[src/hdl/slcdw_pkg.sv]
// ----------------------------------------------------------------------------
// slcdw_pkg
// types, codes and the microcode program of the lcd byte stream writer
// ----------------------------------------------------------------------------
`default_nettype none

package slcdw_pkg;

    localparam int CFG_IDX_W  = 4;
    localparam int CFG_DATA_W = 13;
    localparam int PC_W       = 6;
    localparam int COUNT_W    = 25;

    // item ops
    localparam logic [1:0] OP_INIT = 2'd0;
    localparam logic [1:0] OP_WIN  = 2'd1;
    localparam logic [1:0] OP_PIX  = 2'd2;

    // result kinds
    localparam logic [2:0] KIND_CMD   = 3'd0;
    localparam logic [2:0] KIND_DATA  = 3'd1;
    localparam logic [2:0] KIND_DELAY = 3'd2;
    localparam logic [2:0] KIND_RST   = 3'd3;
    localparam logic [2:0] KIND_BL    = 3'd4;

    // register indexes
    localparam logic [CFG_IDX_W-1:0] REG_PANEL_WIDTH  = 4'd0;
    localparam logic [CFG_IDX_W-1:0] REG_PANEL_HEIGHT = 4'd1;
    localparam logic [CFG_IDX_W-1:0] REG_COL_OFFSET   = 4'd2;
    localparam logic [CFG_IDX_W-1:0] REG_ROW_OFFSET   = 4'd3;
    localparam logic [CFG_IDX_W-1:0] REG_ROTATION     = 4'd4;
    localparam logic [CFG_IDX_W-1:0] REG_BGR_ORDER    = 4'd5;
    localparam logic [CFG_IDX_W-1:0] REG_INVERT       = 4'd6;
    localparam logic [CFG_IDX_W-1:0] REG_PIN_OPTIONS  = 4'd7;

    // register reset values
    localparam logic [12:0] RST_PANEL_WIDTH  = 13'd160;
    localparam logic [12:0] RST_PANEL_HEIGHT = 13'd80;
    localparam logic [11:0] RST_COL_OFFSET   = 12'd1;
    localparam logic [11:0] RST_ROW_OFFSET   = 12'd26;
    localparam logic [1:0]  RST_ROTATION     = 2'd3;
    localparam logic        RST_BGR_ORDER    = 1'b1;
    localparam logic        RST_INVERT       = 1'b1;
    localparam logic [1:0]  RST_PIN_OPTIONS  = 2'd3;

    // program entry points
    localparam logic [PC_W-1:0] PC_INIT = 6'd0;
    localparam logic [PC_W-1:0] PC_WIN  = 6'd51;
    localparam logic [PC_W-1:0] PC_PIX  = 6'd62;

    // panel command bytes
    localparam logic [7:0] CMD_SWRESET = 8'h01;
    localparam logic [7:0] CMD_SLPOUT  = 8'h11;
    localparam logic [7:0] CMD_INVOFF  = 8'h20;
    localparam logic [7:0] CMD_DISPON  = 8'h29;
    localparam logic [7:0] CMD_CASET   = 8'h2a;
    localparam logic [7:0] CMD_RASET   = 8'h2b;
    localparam logic [7:0] CMD_RAMWR   = 8'h2c;
    localparam logic [7:0] CMD_MADCTL  = 8'h36;
    localparam logic [7:0] CMD_COLMOD  = 8'h3a;
    localparam logic [7:0] CMD_GMCTRP  = 8'he0;
    localparam logic [7:0] CMD_GMCTRN  = 8'he1;
    localparam logic [7:0] COLOR_16BIT = 8'h55;
    localparam logic [7:0] DELAY_MS    = 8'd200;
    localparam logic [7:0] BGR_BIT     = 8'h08;
    localparam logic [7:0] ORIENT_0    = 8'hc0;
    localparam logic [7:0] ORIENT_1    = 8'h00;
    localparam logic [7:0] ORIENT_2    = 8'ha0;
    localparam logic [7:0] ORIENT_3    = 8'h60;

    typedef struct packed {
        logic [1:0]         op;
        logic signed [15:0] x_start;
        logic signed [15:0] y_start;
        logic signed [15:0] x_end;
        logic signed [15:0] y_end;
        logic [15:0]        pixel;
    } in_item_t;

    typedef struct packed {
        logic [2:0] kind;
        logic [7:0] value;
        logic       last;
        logic       window_done;
    } out_item_t;

    typedef enum logic [3:0] {
        SRC_IMM,
        SRC_INV,
        SRC_ORIENT,
        SRC_XS_HI,
        SRC_XS_LO,
        SRC_XE_HI,
        SRC_XE_LO,
        SRC_YS_HI,
        SRC_YS_LO,
        SRC_YE_HI,
        SRC_YE_LO,
        SRC_PIX_HI,
        SRC_PIX_LO
    } src_t;

    typedef enum logic [1:0] {
        COND_ALL,
        COND_LED,
        COND_RST
    } cond_t;

    typedef struct packed {
        logic last;
        logic last_no_led;
        logic wdone;
        logic load_cnt;
        logic dec_cnt;
    } flags_t;

    localparam flags_t F_NONE    = '{1'b0, 1'b0, 1'b0, 1'b0, 1'b0};
    localparam flags_t F_LAST    = '{1'b1, 1'b0, 1'b0, 1'b0, 1'b0};
    localparam flags_t F_LAST_NL = '{1'b0, 1'b1, 1'b0, 1'b0, 1'b0};
    localparam flags_t F_WIN_END = '{1'b1, 1'b0, 1'b0, 1'b1, 1'b0};
    localparam flags_t F_PIX_END = '{1'b1, 1'b0, 1'b1, 1'b0, 1'b1};

    typedef struct packed {
        logic [2:0] kind;
        src_t       src;
        logic [7:0] imm;
        cond_t      cond;
        flags_t     fl;
    } ctl_word_t;

    function automatic ctl_word_t cw(input logic [2:0] kind, input src_t src,
                                     input logic [7:0] imm, input cond_t cond,
                                     input flags_t fl);
        ctl_word_t w;
        w.kind = kind;
        w.src  = src;
        w.imm  = imm;
        w.cond = cond;
        w.fl   = fl;
        return w;
    endfunction

    // microcode program: init, window, pixel
    function automatic ctl_word_t rom_word(input logic [PC_W-1:0] addr);
        ctl_word_t w;
        unique case (addr)
            6'd0:  w = cw(KIND_BL,    SRC_IMM, 8'h00,       COND_LED, F_NONE);
            6'd1:  w = cw(KIND_RST,   SRC_IMM, 8'h01,       COND_RST, F_NONE);
            6'd2:  w = cw(KIND_RST,   SRC_IMM, 8'h00,       COND_RST, F_NONE);
            6'd3:  w = cw(KIND_RST,   SRC_IMM, 8'h01,       COND_RST, F_NONE);
            6'd4:  w = cw(KIND_DELAY, SRC_IMM, DELAY_MS,    COND_RST, F_NONE);
            6'd5:  w = cw(KIND_CMD,   SRC_IMM, CMD_SWRESET, COND_ALL, F_NONE);
            6'd6:  w = cw(KIND_DELAY, SRC_IMM, DELAY_MS,    COND_ALL, F_NONE);
            6'd7:  w = cw(KIND_CMD,   SRC_IMM, CMD_SLPOUT,  COND_ALL, F_NONE);
            6'd8:  w = cw(KIND_DELAY, SRC_IMM, DELAY_MS,    COND_ALL, F_NONE);
            6'd9:  w = cw(KIND_CMD,   SRC_INV, CMD_INVOFF,  COND_ALL, F_NONE);
            6'd10: w = cw(KIND_CMD,   SRC_IMM, CMD_COLMOD,  COND_ALL, F_NONE);
            6'd11: w = cw(KIND_DATA,  SRC_IMM, COLOR_16BIT, COND_ALL, F_NONE);
            6'd12: w = cw(KIND_CMD,   SRC_IMM, CMD_MADCTL,  COND_ALL, F_NONE);
            6'd13: w = cw(KIND_DATA,  SRC_ORIENT, 8'h00,    COND_ALL, F_NONE);
            6'd14: w = cw(KIND_CMD,   SRC_IMM, CMD_GMCTRP,  COND_ALL, F_NONE);
            6'd15: w = cw(KIND_DATA,  SRC_IMM, 8'h09,       COND_ALL, F_NONE);
            6'd16: w = cw(KIND_DATA,  SRC_IMM, 8'h16,       COND_ALL, F_NONE);
            6'd17: w = cw(KIND_DATA,  SRC_IMM, 8'h09,       COND_ALL, F_NONE);
            6'd18: w = cw(KIND_DATA,  SRC_IMM, 8'h20,       COND_ALL, F_NONE);
            6'd19: w = cw(KIND_DATA,  SRC_IMM, 8'h21,       COND_ALL, F_NONE);
            6'd20: w = cw(KIND_DATA,  SRC_IMM, 8'h1b,       COND_ALL, F_NONE);
            6'd21: w = cw(KIND_DATA,  SRC_IMM, 8'h13,       COND_ALL, F_NONE);
            6'd22: w = cw(KIND_DATA,  SRC_IMM, 8'h19,       COND_ALL, F_NONE);
            6'd23: w = cw(KIND_DATA,  SRC_IMM, 8'h17,       COND_ALL, F_NONE);
            6'd24: w = cw(KIND_DATA,  SRC_IMM, 8'h15,       COND_ALL, F_NONE);
            6'd25: w = cw(KIND_DATA,  SRC_IMM, 8'h1e,       COND_ALL, F_NONE);
            6'd26: w = cw(KIND_DATA,  SRC_IMM, 8'h2b,       COND_ALL, F_NONE);
            6'd27: w = cw(KIND_DATA,  SRC_IMM, 8'h04,       COND_ALL, F_NONE);
            6'd28: w = cw(KIND_DATA,  SRC_IMM, 8'h05,       COND_ALL, F_NONE);
            6'd29: w = cw(KIND_DATA,  SRC_IMM, 8'h02,       COND_ALL, F_NONE);
            6'd30: w = cw(KIND_DATA,  SRC_IMM, 8'h0e,       COND_ALL, F_NONE);
            6'd31: w = cw(KIND_CMD,   SRC_IMM, CMD_GMCTRN,  COND_ALL, F_NONE);
            6'd32: w = cw(KIND_DATA,  SRC_IMM, 8'h0b,       COND_ALL, F_NONE);
            6'd33: w = cw(KIND_DATA,  SRC_IMM, 8'h14,       COND_ALL, F_NONE);
            6'd34: w = cw(KIND_DATA,  SRC_IMM, 8'h08,       COND_ALL, F_NONE);
            6'd35: w = cw(KIND_DATA,  SRC_IMM, 8'h1e,       COND_ALL, F_NONE);
            6'd36: w = cw(KIND_DATA,  SRC_IMM, 8'h22,       COND_ALL, F_NONE);
            6'd37: w = cw(KIND_DATA,  SRC_IMM, 8'h1d,       COND_ALL, F_NONE);
            6'd38: w = cw(KIND_DATA,  SRC_IMM, 8'h18,       COND_ALL, F_NONE);
            6'd39: w = cw(KIND_DATA,  SRC_IMM, 8'h1e,       COND_ALL, F_NONE);
            6'd40: w = cw(KIND_DATA,  SRC_IMM, 8'h1b,       COND_ALL, F_NONE);
            6'd41: w = cw(KIND_DATA,  SRC_IMM, 8'h1a,       COND_ALL, F_NONE);
            6'd42: w = cw(KIND_DATA,  SRC_IMM, 8'h24,       COND_ALL, F_NONE);
            6'd43: w = cw(KIND_DATA,  SRC_IMM, 8'h2b,       COND_ALL, F_NONE);
            6'd44: w = cw(KIND_DATA,  SRC_IMM, 8'h06,       COND_ALL, F_NONE);
            6'd45: w = cw(KIND_DATA,  SRC_IMM, 8'h06,       COND_ALL, F_NONE);
            6'd46: w = cw(KIND_DATA,  SRC_IMM, 8'h02,       COND_ALL, F_NONE);
            6'd47: w = cw(KIND_DATA,  SRC_IMM, 8'h0f,       COND_ALL, F_NONE);
            6'd48: w = cw(KIND_CMD,   SRC_IMM, CMD_DISPON,  COND_ALL, F_NONE);
            6'd49: w = cw(KIND_DELAY, SRC_IMM, DELAY_MS,    COND_ALL, F_LAST_NL);
            6'd50: w = cw(KIND_BL,    SRC_IMM, 8'h01,       COND_LED, F_LAST);
            6'd51: w = cw(KIND_CMD,   SRC_IMM, CMD_CASET,   COND_ALL, F_NONE);
            6'd52: w = cw(KIND_DATA,  SRC_XS_HI, 8'h00,     COND_ALL, F_NONE);
            6'd53: w = cw(KIND_DATA,  SRC_XS_LO, 8'h00,     COND_ALL, F_NONE);
            6'd54: w = cw(KIND_DATA,  SRC_XE_HI, 8'h00,     COND_ALL, F_NONE);
            6'd55: w = cw(KIND_DATA,  SRC_XE_LO, 8'h00,     COND_ALL, F_NONE);
            6'd56: w = cw(KIND_CMD,   SRC_IMM, CMD_RASET,   COND_ALL, F_NONE);
            6'd57: w = cw(KIND_DATA,  SRC_YS_HI, 8'h00,     COND_ALL, F_NONE);
            6'd58: w = cw(KIND_DATA,  SRC_YS_LO, 8'h00,     COND_ALL, F_NONE);
            6'd59: w = cw(KIND_DATA,  SRC_YE_HI, 8'h00,     COND_ALL, F_NONE);
            6'd60: w = cw(KIND_DATA,  SRC_YE_LO, 8'h00,     COND_ALL, F_NONE);
            6'd61: w = cw(KIND_CMD,   SRC_IMM, CMD_RAMWR,   COND_ALL, F_WIN_END);
            6'd62: w = cw(KIND_DATA,  SRC_PIX_HI, 8'h00,    COND_ALL, F_NONE);
            6'd63: w = cw(KIND_DATA,  SRC_PIX_LO, 8'h00,    COND_ALL, F_PIX_END);
            default: w = cw(KIND_CMD, SRC_IMM, 8'h00,       COND_ALL, F_LAST);
        endcase
        return w;
    endfunction

endpackage

`default_nettype wire

[src/hdl/spi_lcd_init_and_window_writer.sv]
// ----------------------------------------------------------------------------
// spi_lcd_init_and_window_writer
// command and data byte stream generator for a small spi color lcd panel
// ----------------------------------------------------------------------------
// One item at a time runs a short microcode program, one control word per
// clock from a 64-step table: init runs its whole program, or ends at its final
// delay when the backlight pin is absent, a window its address steps, a pixel
// its two bytes. The step counter is the pacing unit: each step that emits waits
// for the output register to be free, so a stalled output stretches the run.
// The next item is taken in the same cycle that the final result of the
// current one is loaded. Rejected windows, pixels with no open window and
// unused ops are taken and produce nothing.
`default_nettype none

module spi_lcd_init_and_window_writer (
    input  logic                                 clk,
    input  logic                                 rst_n,
    input  logic                                 in_valid,
    output logic                                 in_stall,
    input  slcdw_pkg::in_item_t                  in_data,
    output logic                                 out_valid,
    input  logic                                 out_stall,
    output slcdw_pkg::out_item_t                 out_data,
    input  logic                                 cfg_valid,
    output logic                                 cfg_ready,
    input  logic [slcdw_pkg::CFG_IDX_W-1:0]      cfg_index,
    input  logic [slcdw_pkg::CFG_DATA_W-1:0]     cfg_data
);
    import slcdw_pkg::*;

    typedef enum logic [1:0] {
        ST_IDLE = 2'b01,
        ST_RUN  = 2'b10
    } state_t;

    // configuration
    logic [12:0] width_reg;
    logic [12:0] height_reg;
    logic [11:0] col_off_reg;
    logic [11:0] row_off_reg;
    logic [1:0]  rotation_reg;
    logic        bgr_reg;
    logic        invert_reg;
    logic [1:0]  pins_reg;

    // sequencer
    state_t            state_reg, state_next;
    logic [PC_W-1:0]   pc_reg, pc_next;
    in_item_t          item_reg;
    logic [COUNT_W-1:0] count_reg, count_next;
    logic              out_valid_reg, out_valid_next;
    out_item_t         out_data_reg, out_data_next;

    ctl_word_t   word;
    logic        running;
    logic        led_pin;
    logic        rst_pin;
    logic        cond_ok;
    logic        out_free;
    logic        step_go;
    logic        fire;
    logic        fin_now;
    logic        accept;
    logic        start;
    logic [PC_W-1:0] start_pc;
    logic        win_ok;
    logic        pix_ok;
    logic [7:0]  orient;
    logic [15:0] addr_opnd;
    logic [15:0] addr_off;
    logic [15:0] addr_sum;
    logic [7:0]  value;
    logic [12:0] win_w;
    logic [12:0] win_h;
    logic [25:0] win_prod;
    logic [COUNT_W-1:0] win_count;

    assign cfg_ready = 1'b1;
    assign out_valid = out_valid_reg;
    assign out_data  = out_data_reg;

    always_ff @(posedge clk or negedge rst_n)
    begin
        if (!rst_n)
        begin
            width_reg    <= RST_PANEL_WIDTH;
            height_reg   <= RST_PANEL_HEIGHT;
            col_off_reg  <= RST_COL_OFFSET;
            row_off_reg  <= RST_ROW_OFFSET;
            rotation_reg <= RST_ROTATION;
            bgr_reg      <= RST_BGR_ORDER;
            invert_reg   <= RST_INVERT;
            pins_reg     <= RST_PIN_OPTIONS;
        end
        else if (cfg_valid && cfg_ready)
        begin
            unique case (cfg_index)
                REG_PANEL_WIDTH:  width_reg    <= cfg_data[12:0];
                REG_PANEL_HEIGHT: height_reg   <= cfg_data[12:0];
                REG_COL_OFFSET:   col_off_reg  <= cfg_data[11:0];
                REG_ROW_OFFSET:   row_off_reg  <= cfg_data[11:0];
                REG_ROTATION:     rotation_reg <= cfg_data[1:0];
                REG_BGR_ORDER:    bgr_reg      <= cfg_data[0];
                REG_INVERT:       invert_reg   <= cfg_data[0];
                REG_PIN_OPTIONS:  pins_reg     <= cfg_data[1:0];
                default:          ;
            endcase
        end
    end

    assign word    = rom_word(pc_reg);
    assign running = (state_reg == ST_RUN);
    assign led_pin = pins_reg[1];
    assign rst_pin = pins_reg[0];

    always_comb
    begin
        unique case (word.cond)
            COND_ALL: cond_ok = 1'b1;
            COND_LED: cond_ok = led_pin;
            COND_RST: cond_ok = rst_pin;
            default:  cond_ok = 1'b0;
        endcase
    end

    // a step whose pin is absent passes without emitting
    assign out_free = !out_valid_reg || !out_stall;
    assign step_go  = running && (!cond_ok || out_free);
    assign fire     = running && cond_ok && out_free;
    assign fin_now  = step_go && (word.fl.last || (word.fl.last_no_led && !led_pin));

    assign in_stall = running && !fin_now;
    assign accept   = in_valid && !in_stall;

    // window bounds check on the incoming item
    assign win_ok = !(in_data.x_end < in_data.x_start) &&
                    !(in_data.y_end < in_data.y_start) &&
                    !in_data.x_start[15] && !in_data.y_start[15] &&
                    ($unsigned(in_data.x_end) < {3'b000, width_reg}) &&
                    ($unsigned(in_data.y_end) < {3'b000, height_reg});

    // count as it stands after this cycle's step
    always_comb
    begin
        if (fire && word.fl.load_cnt)
            pix_ok = 1'b1;
        else if (fire && word.fl.dec_cnt)
            pix_ok = (count_reg != COUNT_W'(1));
        else
            pix_ok = (count_reg != '0);
    end

    always_comb
    begin
        unique case (in_data.op)
            OP_INIT:
            begin
                start    = 1'b1;
                start_pc = PC_INIT;
            end
            OP_WIN:
            begin
                start    = win_ok;
                start_pc = PC_WIN;
            end
            OP_PIX:
            begin
                start    = pix_ok;
                start_pc = PC_PIX;
            end
            default:
            begin
                start    = 1'b0;
                start_pc = PC_INIT;
            end
        endcase
    end

    always_comb
    begin
        unique case (rotation_reg)
            2'd0:    orient = ORIENT_0;
            2'd1:    orient = ORIENT_1;
            2'd2:    orient = ORIENT_2;
            default: orient = ORIENT_3;
        endcase
        if (bgr_reg)
            orient = orient | BGR_BIT;
    end

    // address bytes: corner plus offset, kept to 16 bits
    always_comb
    begin
        unique case (word.src)
            SRC_XS_HI, SRC_XS_LO:
            begin
                addr_opnd = item_reg.x_start;
                addr_off  = {4'd0, col_off_reg};
            end
            SRC_XE_HI, SRC_XE_LO:
            begin
                addr_opnd = item_reg.x_end;
                addr_off  = {4'd0, col_off_reg};
            end
            SRC_YS_HI, SRC_YS_LO:
            begin
                addr_opnd = item_reg.y_start;
                addr_off  = {4'd0, row_off_reg};
            end
            default:
            begin
                addr_opnd = item_reg.y_end;
                addr_off  = {4'd0, row_off_reg};
            end
        endcase
    end

    assign addr_sum = addr_opnd + addr_off;

    always_comb
    begin
        unique case (word.src)
            SRC_IMM:    value = word.imm;
            SRC_INV:    value = word.imm | {7'd0, invert_reg};
            SRC_ORIENT: value = orient;
            SRC_XS_HI, SRC_XE_HI, SRC_YS_HI, SRC_YE_HI:
                        value = addr_sum[15:8];
            SRC_XS_LO, SRC_XE_LO, SRC_YS_LO, SRC_YE_LO:
                        value = addr_sum[7:0];
            SRC_PIX_HI: value = item_reg.pixel[15:8];
            SRC_PIX_LO: value = item_reg.pixel[7:0];
            default:    value = word.imm;
        endcase
    end

    // window size from the held item; both sides fit 13 bits once accepted
    assign win_w     = item_reg.x_end[12:0] - item_reg.x_start[12:0] + 13'd1;
    assign win_h     = item_reg.y_end[12:0] - item_reg.y_start[12:0] + 13'd1;
    assign win_prod  = {13'd0, win_w} * {13'd0, win_h};
    assign win_count = win_prod[25] ? {COUNT_W{1'b1}} : win_prod[COUNT_W-1:0];

    always_comb
    begin
        count_next = count_reg;
        if (fire && word.fl.load_cnt)
            count_next = win_count;
        else if (fire && word.fl.dec_cnt)
            count_next = count_reg - COUNT_W'(1);
        if (accept && (in_data.op == OP_INIT))
            count_next = '0;
    end

    always_comb
    begin
        out_valid_next = out_valid_reg;
        out_data_next  = out_data_reg;
        if (fire)
        begin
            out_valid_next            = 1'b1;
            out_data_next.kind        = word.kind;
            out_data_next.value       = value;
            out_data_next.last        = word.fl.last ||
                                        (word.fl.last_no_led && !led_pin);
            out_data_next.window_done = word.fl.wdone &&
                                        (count_reg == COUNT_W'(1));
        end
        else if (!out_stall)
        begin
            out_valid_next = 1'b0;
        end
    end

    always_comb
    begin
        state_next = state_reg;
        pc_next    = pc_reg;
        if (accept && start)
        begin
            state_next = ST_RUN;
            pc_next    = start_pc;
        end
        else if (step_go)
        begin
            if (fin_now)
                state_next = ST_IDLE;
            else
                pc_next = pc_reg + PC_W'(1);
        end
    end

    always_ff @(posedge clk or negedge rst_n)
    begin
        if (!rst_n)
        begin
            state_reg     <= ST_IDLE;
            pc_reg        <= PC_INIT;
            count_reg     <= '0;
            out_valid_reg <= 1'b0;
        end
        else
        begin
            state_reg     <= state_next;
            pc_reg        <= pc_next;
            count_reg     <= count_next;
            out_valid_reg <= out_valid_next;
        end
    end

    always_ff @(posedge clk)
    begin
        out_data_reg <= out_data_next;
        if (accept)
            item_reg <= in_data;
    end

endmodule

`default_nettype wire

[config.mk]
export PLATFORM = sky130hd
export DESIGN_NAME = spi_lcd_init_and_window_writer
export DESIGN_NICKNAME = d
export VERILOG_FILES = /design/src/hdl/slcdw_pkg.sv /design/src/hdl/spi_lcd_init_and_window_writer.sv
export SDC_FILE = /design/constraint.sdc
export NUM_CORES = 1
export LEC_CHECK = 0
export ABC_AREA = 1
export BUFFER_PORTS_ARGS = -buffer_cell sky130_fd_sc_hd__clkbuf_2
export CAP_MARGIN = 20
export CORE_AREA = 2 2 211 213
export CTS_CLUSTER_DIAMETER = 120
export CTS_CLUSTER_SIZE = 30
export DETAILED_ROUTE_END_ITERATION = 8
export DIE_AREA = 0 0 213 215
export PLACE_DENSITY_LB_ADDON = 0.15
export SLEW_MARGIN = 10
export SYNTH_ARGS = -nofsm -noshare
export SYNTH_HDL_FRONTEND = slang
export SYNTH_SLANG_ARGS = --single-unit
[constraint.sdc]
create_clock -name clk -period 11.75 [get_ports clk]
set_input_delay 0.5875 -clock clk [delete_from_list [all_inputs] [get_ports clk]]
set_output_delay 0.5875 -clock clk [all_outputs]
set_load 0.01 [all_outputs]
# Word-level counts from Yosys, hierarchy flattened

Memory sizes are Yosys's and may differ from the RTL's.
Cells that the tools add are included.

Bitwise logic cells: 1
Eq/ne operators: 30
$mul: 1
Reductions and logical operators: 54
$add $sub $neg: 7
Multiplexer cells: 22
$lt $le $gt $ge: 4

Operator list:

| cell                    | number |
|---|---|
| $mux W25                | 4 |
| $pmux W16 S3            | 1 |
| $pmux W8 S6             | 1 |
| $eq A4 B3 Y1 const B    | 8 |
| $lt A16 B13 Y1          | 2 |
| $lt A16 B16 Y1          | 2 |
| $add A13 B1 Y13 const B | 2 |
| $mul A13 B13 Y26        | 1 |
| $sub A13 B13 Y13        | 2 |
| $eq A25 B1 Y1 const B   | 1 |
| $ne A25 B1 Y1 const B   | 1 |
| $reduce_bool A25 Y1     | 1 |
| $sub A25 B1 Y25 const B | 1 |
| $pmux W8 S3             | 1 |
| $eq A4 B4 Y1 const B    | 5 |
| $reduce_and A2 Y1       | 10 |
| $mux W6                 | 3 |
| $logic_and A1 B1 Y1     | 17 |
| $add A16 B16 Y16        | 1 |
| $eq A4 B2 Y1 const B    | 4 |
| $mux W12                | 1 |
| $pmux W6 S2             | 1 |
| $reduce_or A4 Y1        | 3 |
| $logic_not A1 Y1        | 10 |
| other kinds (16)        | 36 |

Logic and storage cells: 141
Memory bits (read-only): 1408
Register bits: 183
Memories kept: 1
Output and inout bits: 16
Bits of input ports: 104

Memories:

| memory          | words | bits a word | rd ports | clocked after Yosys merged registers in | write ports | line             | RTL |
|---|---|---|---|---|---|---|---|
| (no name shown) | 64    | 22          | 1        | 0                                       | 0           | slcdw_pkg.sv:146 | `unique case (addr)` |

# Depth between registers and ports, before layout

Gate-level depths: netlist of run 1.
An unclocked memory read counts as a cell.

Word-level depth: 14
Depth in mapped cells: 43
Gate-level depth less buffers: 43

# Least setup slack after synthesis of run 1

No wires, ideal clock.

Kind: reg2reg
From: reg item_reg[20] in the netlist's numbering
To: reg count_reg[9]
Required time: 11.667 ns
Library setup time: 0.083 ns
Buffers on the path: 1
Stages on the path, launching flop included: 35
Arrival: 7.096 ns
Period minus slack after synthesis: 7.179 ns
Slack: 4.571 ns
Path through: edfxtp_1 > ha_1 > ha_1 > a21oi_1 > o21ai_0 > a21oi_1 > or2_2 > nand2_1 > a21oi_1 > nor2_1 > o21ai_0 > nand2_1 > xnor2_1 > inv_1 > nand2_1 > fa_1 > fa_1 > inv_1 > fa_1 > fa_1 > inv_1 > fa_1 > inv_1 > ha_1 > a21oi_1 > o21ai_0 > o21ai_0 > nand3_1 > nand2_1 > nand2_1 > or2_2 > nand2_1 > clkbuf_1 > o221ai_1 > o21ai_0

Word-level cells in the longest chain between the ends: 6

RTL lines:

| element                  | line                                  | RTL |
|---|---|---|
| start: declaration       | spi_lcd_init_and_window_writer.sv:49  | `in_item_t item_reg;` |
| start signal: assignment | spi_lcd_init_and_window_writer.sv:313 | `item_reg <= in_data;` |
| $sub A13 B13 Y13         | spi_lcd_init_and_window_writer.sv:238 | `assign win_h = item_reg.y_end[12:0] - item_reg.y_start[12:0] + 13'd1;` |
| $add A13 B1 Y13          | spi_lcd_init_and_window_writer.sv:238 |  |
| $mul A13 B13 Y26         | spi_lcd_init_and_window_writer.sv:239 | `assign win_prod = {13'd0, win_w} * {13'd0, win_h};` |
| $mux W25                 | spi_lcd_init_and_window_writer.sv:240 | `assign win_count = win_prod[25] ? {COUNT_W{1'b1}} : win_prod[COUNT_W-1:0];` |
| $mux W25                 | spi_lcd_init_and_window_writer.sv:245 | `if (fire && word.fl.load_cnt)` |
| $mux W25                 | spi_lcd_init_and_window_writer.sv:249 | `if (accept && (in_data.op == OP_INIT))` |
| end signal: assignment   | spi_lcd_init_and_window_writer.sv:304 | `count_reg <= count_next;` |
| end: declaration         | spi_lcd_init_and_window_writer.sv:50  | `logic [COUNT_W-1:0] count_reg, count_next;` |

No other way between the ends.
A chain may end at the register's enable or synchronous reset.

# Worst setup path after layout of run 1

From: reg item_reg[20] in the netlist's numbering
To: reg count_reg[20]

Same word-level chain as after synthesis.

==> results of run 1 <==
-- path summary, 6_finish.rpt --
path	startpoint	slack, ps	to
max in group asynchronous	rst_n	10490	col_off_reg[4]
max	item_reg[20]	3230	count_reg[20]
min reg2reg	width_reg[2]	490	width_reg[2]
min in group clk	in_data[15]	280	item_reg[15]
max reg2reg	item_reg[20]	3230	count_reg[20]
min	rst_n	30	count_reg[14]
-- kinds of logic after synthesis --
kind of cell / after synthesis
fa+ha+maj: 329
xor+xnor: 32
flops: 183
other cells: 1
buf+inv: 475
simple gates: 908
compound gates: 342
-- routing by layer --
metal | routed length [µm] | share of wire
met1 | 24100 | 0.46
met2 | 25100 | 0.48
met3 | 2240 | 0.042
met4 | 1390 | 0.026
met5 | 0 | 0
-- synthesized netlist by cell type (all sizes together) --
master   count  area [µm²]
xnor2       10        87.6
nand4       26         178
ha         205        2560
o21ai      133         669
a21boi       3        22.5
o31ai        4        30.0
o221ai       6        52.6
a21o         8        60.1
conb         1        3.75
a311oi       1        8.76
or2         20         125
a22o         3        26.3
a32oi        1        8.76
o2111ai      4        35.0
inv        419        1580
o311ai       3        26.3
buf         12        98.8
a221o        1        10.0
xor2        22         193
a211oi      10        80.1
clkinv      12        46.3
nor4         6        37.5
o211ai      10        80.1
o21a         3        22.5
o22ai       10        62.6
nand2      541        2090
nor2       194         768
or3          1        6.26
dfrtp       75        1880
clkbuf      32         120
dfstp       15         394
edfxtp      93        2790
a31oi        9        56.3
nand3       85         463
fa         124        2480
a221oi      11        96.3
a32o         1        10.0
o21bai       5        37.5
a31o         2        17.5
nor3        28         145
a21oi      111         559
a311o        1        10.0
nand3b       7        52.6
a22oi        2        15.0
-- critical path: cells and delay by family, from the launching register on --
kind	cells	cell delay [ps]
AOI/OAI and AO/OA	11	1630
xor gates and xnor gates	1	610
adders and majority gates	8	3580
buffers and inverters	5	590
DFF	1	400
and+or+nand+nor	10	1610
-- per-stage QoR --
stage          setup WS (ps)  hold WS, ps  instances  area (µm²)
2_1_floorplan           4570          292       2270       18100
3_3_place_gp            3440          467       2942       19300
3_5_place_dp            3330          473       2942       19300
4_1_cts                 3270         8.65       2974       19800
5_1_grt                 2450         49.1       2974       19800
6_report                3230         30.4       2974       19800
-- cell type report --
type / instances / share of cell area
Multi-Input combinational cell: 1612 / 0.564
Tap cell: 592 / 0.0373
Timing Repair Buffer: 124 / 0.0322
Clock inverter: 14 / 0.00757
Inverter: 431 / 0.0818
Sequential cell: 183 / 0.255
Clock buffer: 18 / 0.0217
==> metrics.yaml, run 1 <==
sta:
  maxSlewHeadroom: 0.370
  tightest_slew_ps: 942
  finalCritPeriodShare: 0.725
  rsz0062_at_grt: "no"
  drv_slew: 0
  fmax_mhz: 117
  final.setup.tns_ps: 0
  layout_min_cycle_time_ps: 8520
  skew_ps: 11.5
  hold_viol_final: 0
  finalSetupViolCount: 0
clock_tree:
  path_clk_slew_ps: 80
  cts_sinks: 183
  cts_root_buf: "clkbuf_16"
  htreeDepth: 4
  cts_buffer_depth: 2
  holdBufCountCts: 0
  cts_resized: 0
  clk-insertion-delay-late_ps: 480
  cts_setup_buffers: 0
  cts_buffers: 17
  tritoncts: "built"
logic_synthesis:
  synth_fa_ha_area_frac: 0.279
  synth.distinct_cells: 63
  synth-simple-area-share: 0.214
  yosysWarnings: 0
  synth-compound-area-share: 0.110
  netlist_area_um2: 18100
  ys_ff_latch: 183
  synthMuxAreaShare: 0
  syn_nets: 2703
  syn_area_per_cell_um2: 7.97
  synth_top_family_by_area: "adder cells"
  synthCells: 2270
  synth-xor-area-share: 0.0155
  ys_seq_area_frac: 0.280
floorplan:
  die_width_um: 213
  die_area_um2: 45800
  fp-row-count: 77
  core_um2: 43600
  pin_count: 120
  start_util: 0.415
  die_h_um: 215
grt:
  grt_pass1_wl_um: 84400
  use_met1: 0.323
  grtUsageTotal: 0.242
  grt_start_max_net_pins: 63
  overflow: 0
  antenna_found_initial: 0
  use_met2: 0.404
  first_global_vias: 15400
  busiest_layer: "met2"
  grt_use_met3: 0.0302
job:
  cap_viol_max_count: 0
layout:
  largest_reg_flops: 80
  mostFrequentLayoutCells: "nand2_1 (524), inv_1 (409), ha_1 (205)"
  final_layout_size_suffix_gt1_frac: 0.101
  fillers: 4451
  multi_input_area_um2: 11200
  final_nets: 2802
  fin_util: 0.455
  final_common_cell: "nand2_1"
  area_growth_pct: 9.62
  seqCellArea_um2: 5060
  antennaDiodeCount: 0
drt:
  drt_iter0_markers: 1199
  wirelength_um: 52800
  vias: 15200
  firstDrtPassIters: 7
  route.detailed.drc: 0
  vias_per_cell: 5.13
  ant_nets: 0
  wl_per_cell_um: 17.8
worst_setup_path:
  worst-r2r-cell-count: 35
  crit_slowest_cell: "xnor2_1"
  critical_path_required_ps: 12140
  critPathKind: "flip-flop to flip-flop"
  critPathMaxFanout: 22
  critPathCaptureType: "flip-flop"
  crit_arrival_ps: 8920
  cp-start-kind: "flip-flop"
  slowest_delay_ps: 610
placement:
  gp_congestion: 0.919
  post-dp-hpwl_um: 43300
  portBuffers: 118
hold_path:
  hp-class: "input pin to asynchronous set/reset pin"
run_status:
  status: "complete, no violations"
Power of run 1 is not shown: default switching activity piles up to over one toggle a cycle in this logic, so the estimate is an artifact.
==> run 2, diff against run 1 <==
--- a/config.mk
+++ b/config.mk
@@ -5,14 +5,14 @@
 export SDC_FILE = /design/constraint.sdc
 export NUM_CORES = 1
 export LEC_CHECK = 0
-export ABC_AREA = 1
+export ABC_AREA = 0
 export BUFFER_PORTS_ARGS = -buffer_cell sky130_fd_sc_hd__clkbuf_2
 export CAP_MARGIN = 20
-export CORE_AREA = 2 2 211 213
+export CORE_AREA = 2 2 210 212
 export CTS_CLUSTER_DIAMETER = 120
 export CTS_CLUSTER_SIZE = 30
 export DETAILED_ROUTE_END_ITERATION = 8
-export DIE_AREA = 0 0 213 215
+export DIE_AREA = 0 0 212 214
 export PLACE_DENSITY_LB_ADDON = 0.15
 export SLEW_MARGIN = 10
 export SYNTH_ARGS = -nofsm -noshare
==> constraint.sdc (replaced) <==
create_clock -name clk -period 8 [get_ports clk]
set_input_delay 0.4 -clock clk [delete_from_list [all_inputs] [get_ports clk]]
set_output_delay 0.4 -clock clk [all_outputs]
set_load 0.01 [all_outputs]
==> run 2 against run 1 <==
Compared with the run above:
- register-to-register slack got worse by 3000 ps
- via count decreased by 6.4%
- clock skew increased by 11 ps
- critical path depth increased by 1
- hold slack improved by 60 ps
- core utilization increased by 2.9 points
- first-iteration DRC count decreased by 20%
- die area decreased by 0.93%
- sequential cell count unchanged
- worst setup slack got worse by 3000 ps
- maximum frequency increased by 9.4%
- global-route usage decreased by 2.1 points
- critical endpoint is now count_reg[23]
==> metrics.yaml, run 2 <==
run_status:
  status: "complete, no violations"
sta:
  maxSlewHeadroom: 0.290
  finalSetupViolCount: 0
  rsz0062_at_grt: "yes"
  finalCritPeriodShare: 0.974
  fmax_mhz: 128
  layout_min_cycle_time_ps: 7790
  tightest_slew_ps: 1040
  whs_ps: 90.3
  hold_viol_final: 0
  drv_slew: 0
  skew_ps: 22.3
logic_synthesis:
  synth-compound-area-share: 0.137
  synth-xor-area-share: 0.0312
  synth-simple-area-share: 0.141
  syn_area_per_cell_um2: 9.53
  synth_common_cells: "inv_1 (287), ha_1 (205), nand2_1 (196), fa_1 (124), edfxtp_1 (93)"
  yosysWarnings: 0
  synthFlopType: "edfxtp_1"
  synth_fa_ha_area_frac: 0.281
  ys_seq_area_frac: 0.281
  synthMuxAreaShare: 0.0535
  ys_ff_latch: 183
  yosysTopAreaCell: "edfxtp_1"
  synth_top_family_by_area: "adder cells"
  ys_top_cells_by_area: "edfxtp_1 (16%), ha_1 (14%), fa_1 (14%)"
  syn_nets: 2320
  synthArstFlopShare: 0.492
  synth_most_common_cell: "inv_1"
  synth.distinct_cells: 92
  yosys.area.top_type_share: 0.155
  synth_edf_count: 93
  synthCells: 1887
  netlist_area_um2: 18000
worst_setup_path:
  r2r-start: "item_reg[49]"
  r2r-end: "count_reg[23]"
  cp-start-kind: "flip-flop"
  critPathMaxFanout: 5
  crit_slowest_cell: "fa_1"
  cp_num_cells: 36
  critical_path_required_ps: 8350
  regToRegSetupSlack_ps: 210
  critPathKind: "flip-flop to flip-flop"
  crit_arrival_ps: 8140
  slowest_delay_ps: 520
  cp-startpoint: "item_reg[49]"
  crit_path_frequent_cell: "fa_1"
  worst-r2r-cell-count: 36
  critPathCaptureType: "flip-flop"
  path_delay_family: "adder cells"
  path_buf_inv: 9
  crit_end: "count_reg[23]"
drt:
  drt_iter0_markers: 962
  route.detailed.drc: 0
  vias_per_cell: 5.38
  firstDrtPassIters: 6
  wirelength_um: 49800
  wl_per_cell_um: 18.8
  vias: 14300
  ant_nets: 0
grt:
  grt_start_max_net_pins: 76
  use_met2: 0.362
  antenna_found_initial: 0
  overflow: 0
  first_global_vias: 14000
  grt_use_met3: 0.0327
  use_met1: 0.304
  grt_pass1_wl_um: 77700
  busiest_layer: "met2"
  grtUsageTotal: 0.221
layout:
  area_growth_pct: 15.3
  final_layout_size_suffix_gt1_frac: 0.198
  final_common_cell: "inv_1"
  final_nets: 2486
  fillers: 4082
  mostFrequentLayoutCells: "inv_1 (283), ha_1 (198), nand2_1 (195)"
  multi_input_area_um2: 11900
  largest_reg_flops: 80
  seqCellArea_um2: 5060
  antennaDiodeCount: 0
clock_tree:
  cts_buffer_depth: 2
  cts_root_buf: "clkbuf_16"
  clk-insertion-delay-late_ps: 480
  htreeDepth: 4
  tritoncts: "built"
  cts_sinks: 183
  cts_buffers: 17
  path_clk_slew_ps: 70
floorplan:
  pin_count: 120
  core_um2: 42900
  die_area_um2: 45400
  fp-row-count: 76
  die_h_um: 214
  start_util: 0.420
  die_width_um: 212
placement:
  portBuffers: 118
  gp_congestion: 0.906
  post-dp-hpwl_um: 39000
job:
  cap_viol_max_count: 0
hold_path:
  hp-class: "input pin to flip-flop"
## run 2: cell count changes after synthesis, sizes merged, moves of 29 or more
cell   previous run  this run
and2              0        64
mux2              0        73
nor2            194        82
o21ai           133        72
nand3            85        28
xnor2            10        39
nand2           541       196
inv             419       288
## run 2: through the flow
step,utilization,instances,area (µm²),setup WS [ps],setup TNS [ps]
6_report,0.484,2651,20700,209,0
2_1_floorplan,-,1887,18000,202,0
3_3_place_gp,0.456,2589,19500,96.7,0
5_1_grt,0.484,2651,20700,-122,-2130
3_5_place_dp,0.456,2589,19500,-91.5,-1330
4_1_cts,0.470,2623,20200,6.58,0
## run 2: layer usage
metal  vias up  part of all wire
li1       6796                 -
met1      7039              0.45
met2       358              0.48
met3        69             0.041
met4         0             0.024
met5         -                 0
## run 2: worst min-delay path by stage
| stage | startpoint | depth (start not counted) | to |
|---|---|---|---|
| final | in_data[5] | 1 | item_reg[5] |
| after global routing | in_data[13] | 1 | item_reg[13] |
| after CTS | in_data[8] | 1 | item_reg[8] |
| after detailed placement | rst_n | 1 | count_reg[3] |
| after global placement | rst_n | 1 | count_reg[2] |
| after floorplan | rst_n | 0 | col_off_reg[10] |
## run 2: layout make-up
type / count / area share
multi-input cells: 1350 / 0.573
flip-flops and latches: 183 / 0.244
repair buffers: 213 / 0.0664
inverters: 288 / 0.0521
well taps: 585 / 0.0353
clock buffers: 22 / 0.0244
clock inverters: 10 / 0.00453
## run 2: kinds of logic (layout without fill, tap and decap cells)
| kind of cell | Yosys count | count (layout) |
|---|---|---|
| other | 1 | 1 |
| XOR/XNOR | 64 | 64 |
| adder cells (fa/ha/maj) | 329 | 329 |
| AO/OA/AOI/OAI | 357 | 357 |
| AND/OR/NAND/NOR | 516 | 516 |
| flip-flops | 183 | 183 |
| multiplexers | 83 | 83 |
| buffers and inverters | 354 | 533 |
## run 2: what timing repair did
item,CTS,global route
hold endpoints to repair,24,0
setup buffers,1,24
hold buffers,1,0
pin swaps,1,48
resized for setup,3,76
gates cloned,0,4
setup endpoints to repair,24,25
Power of run 2 is left out for the same reason.
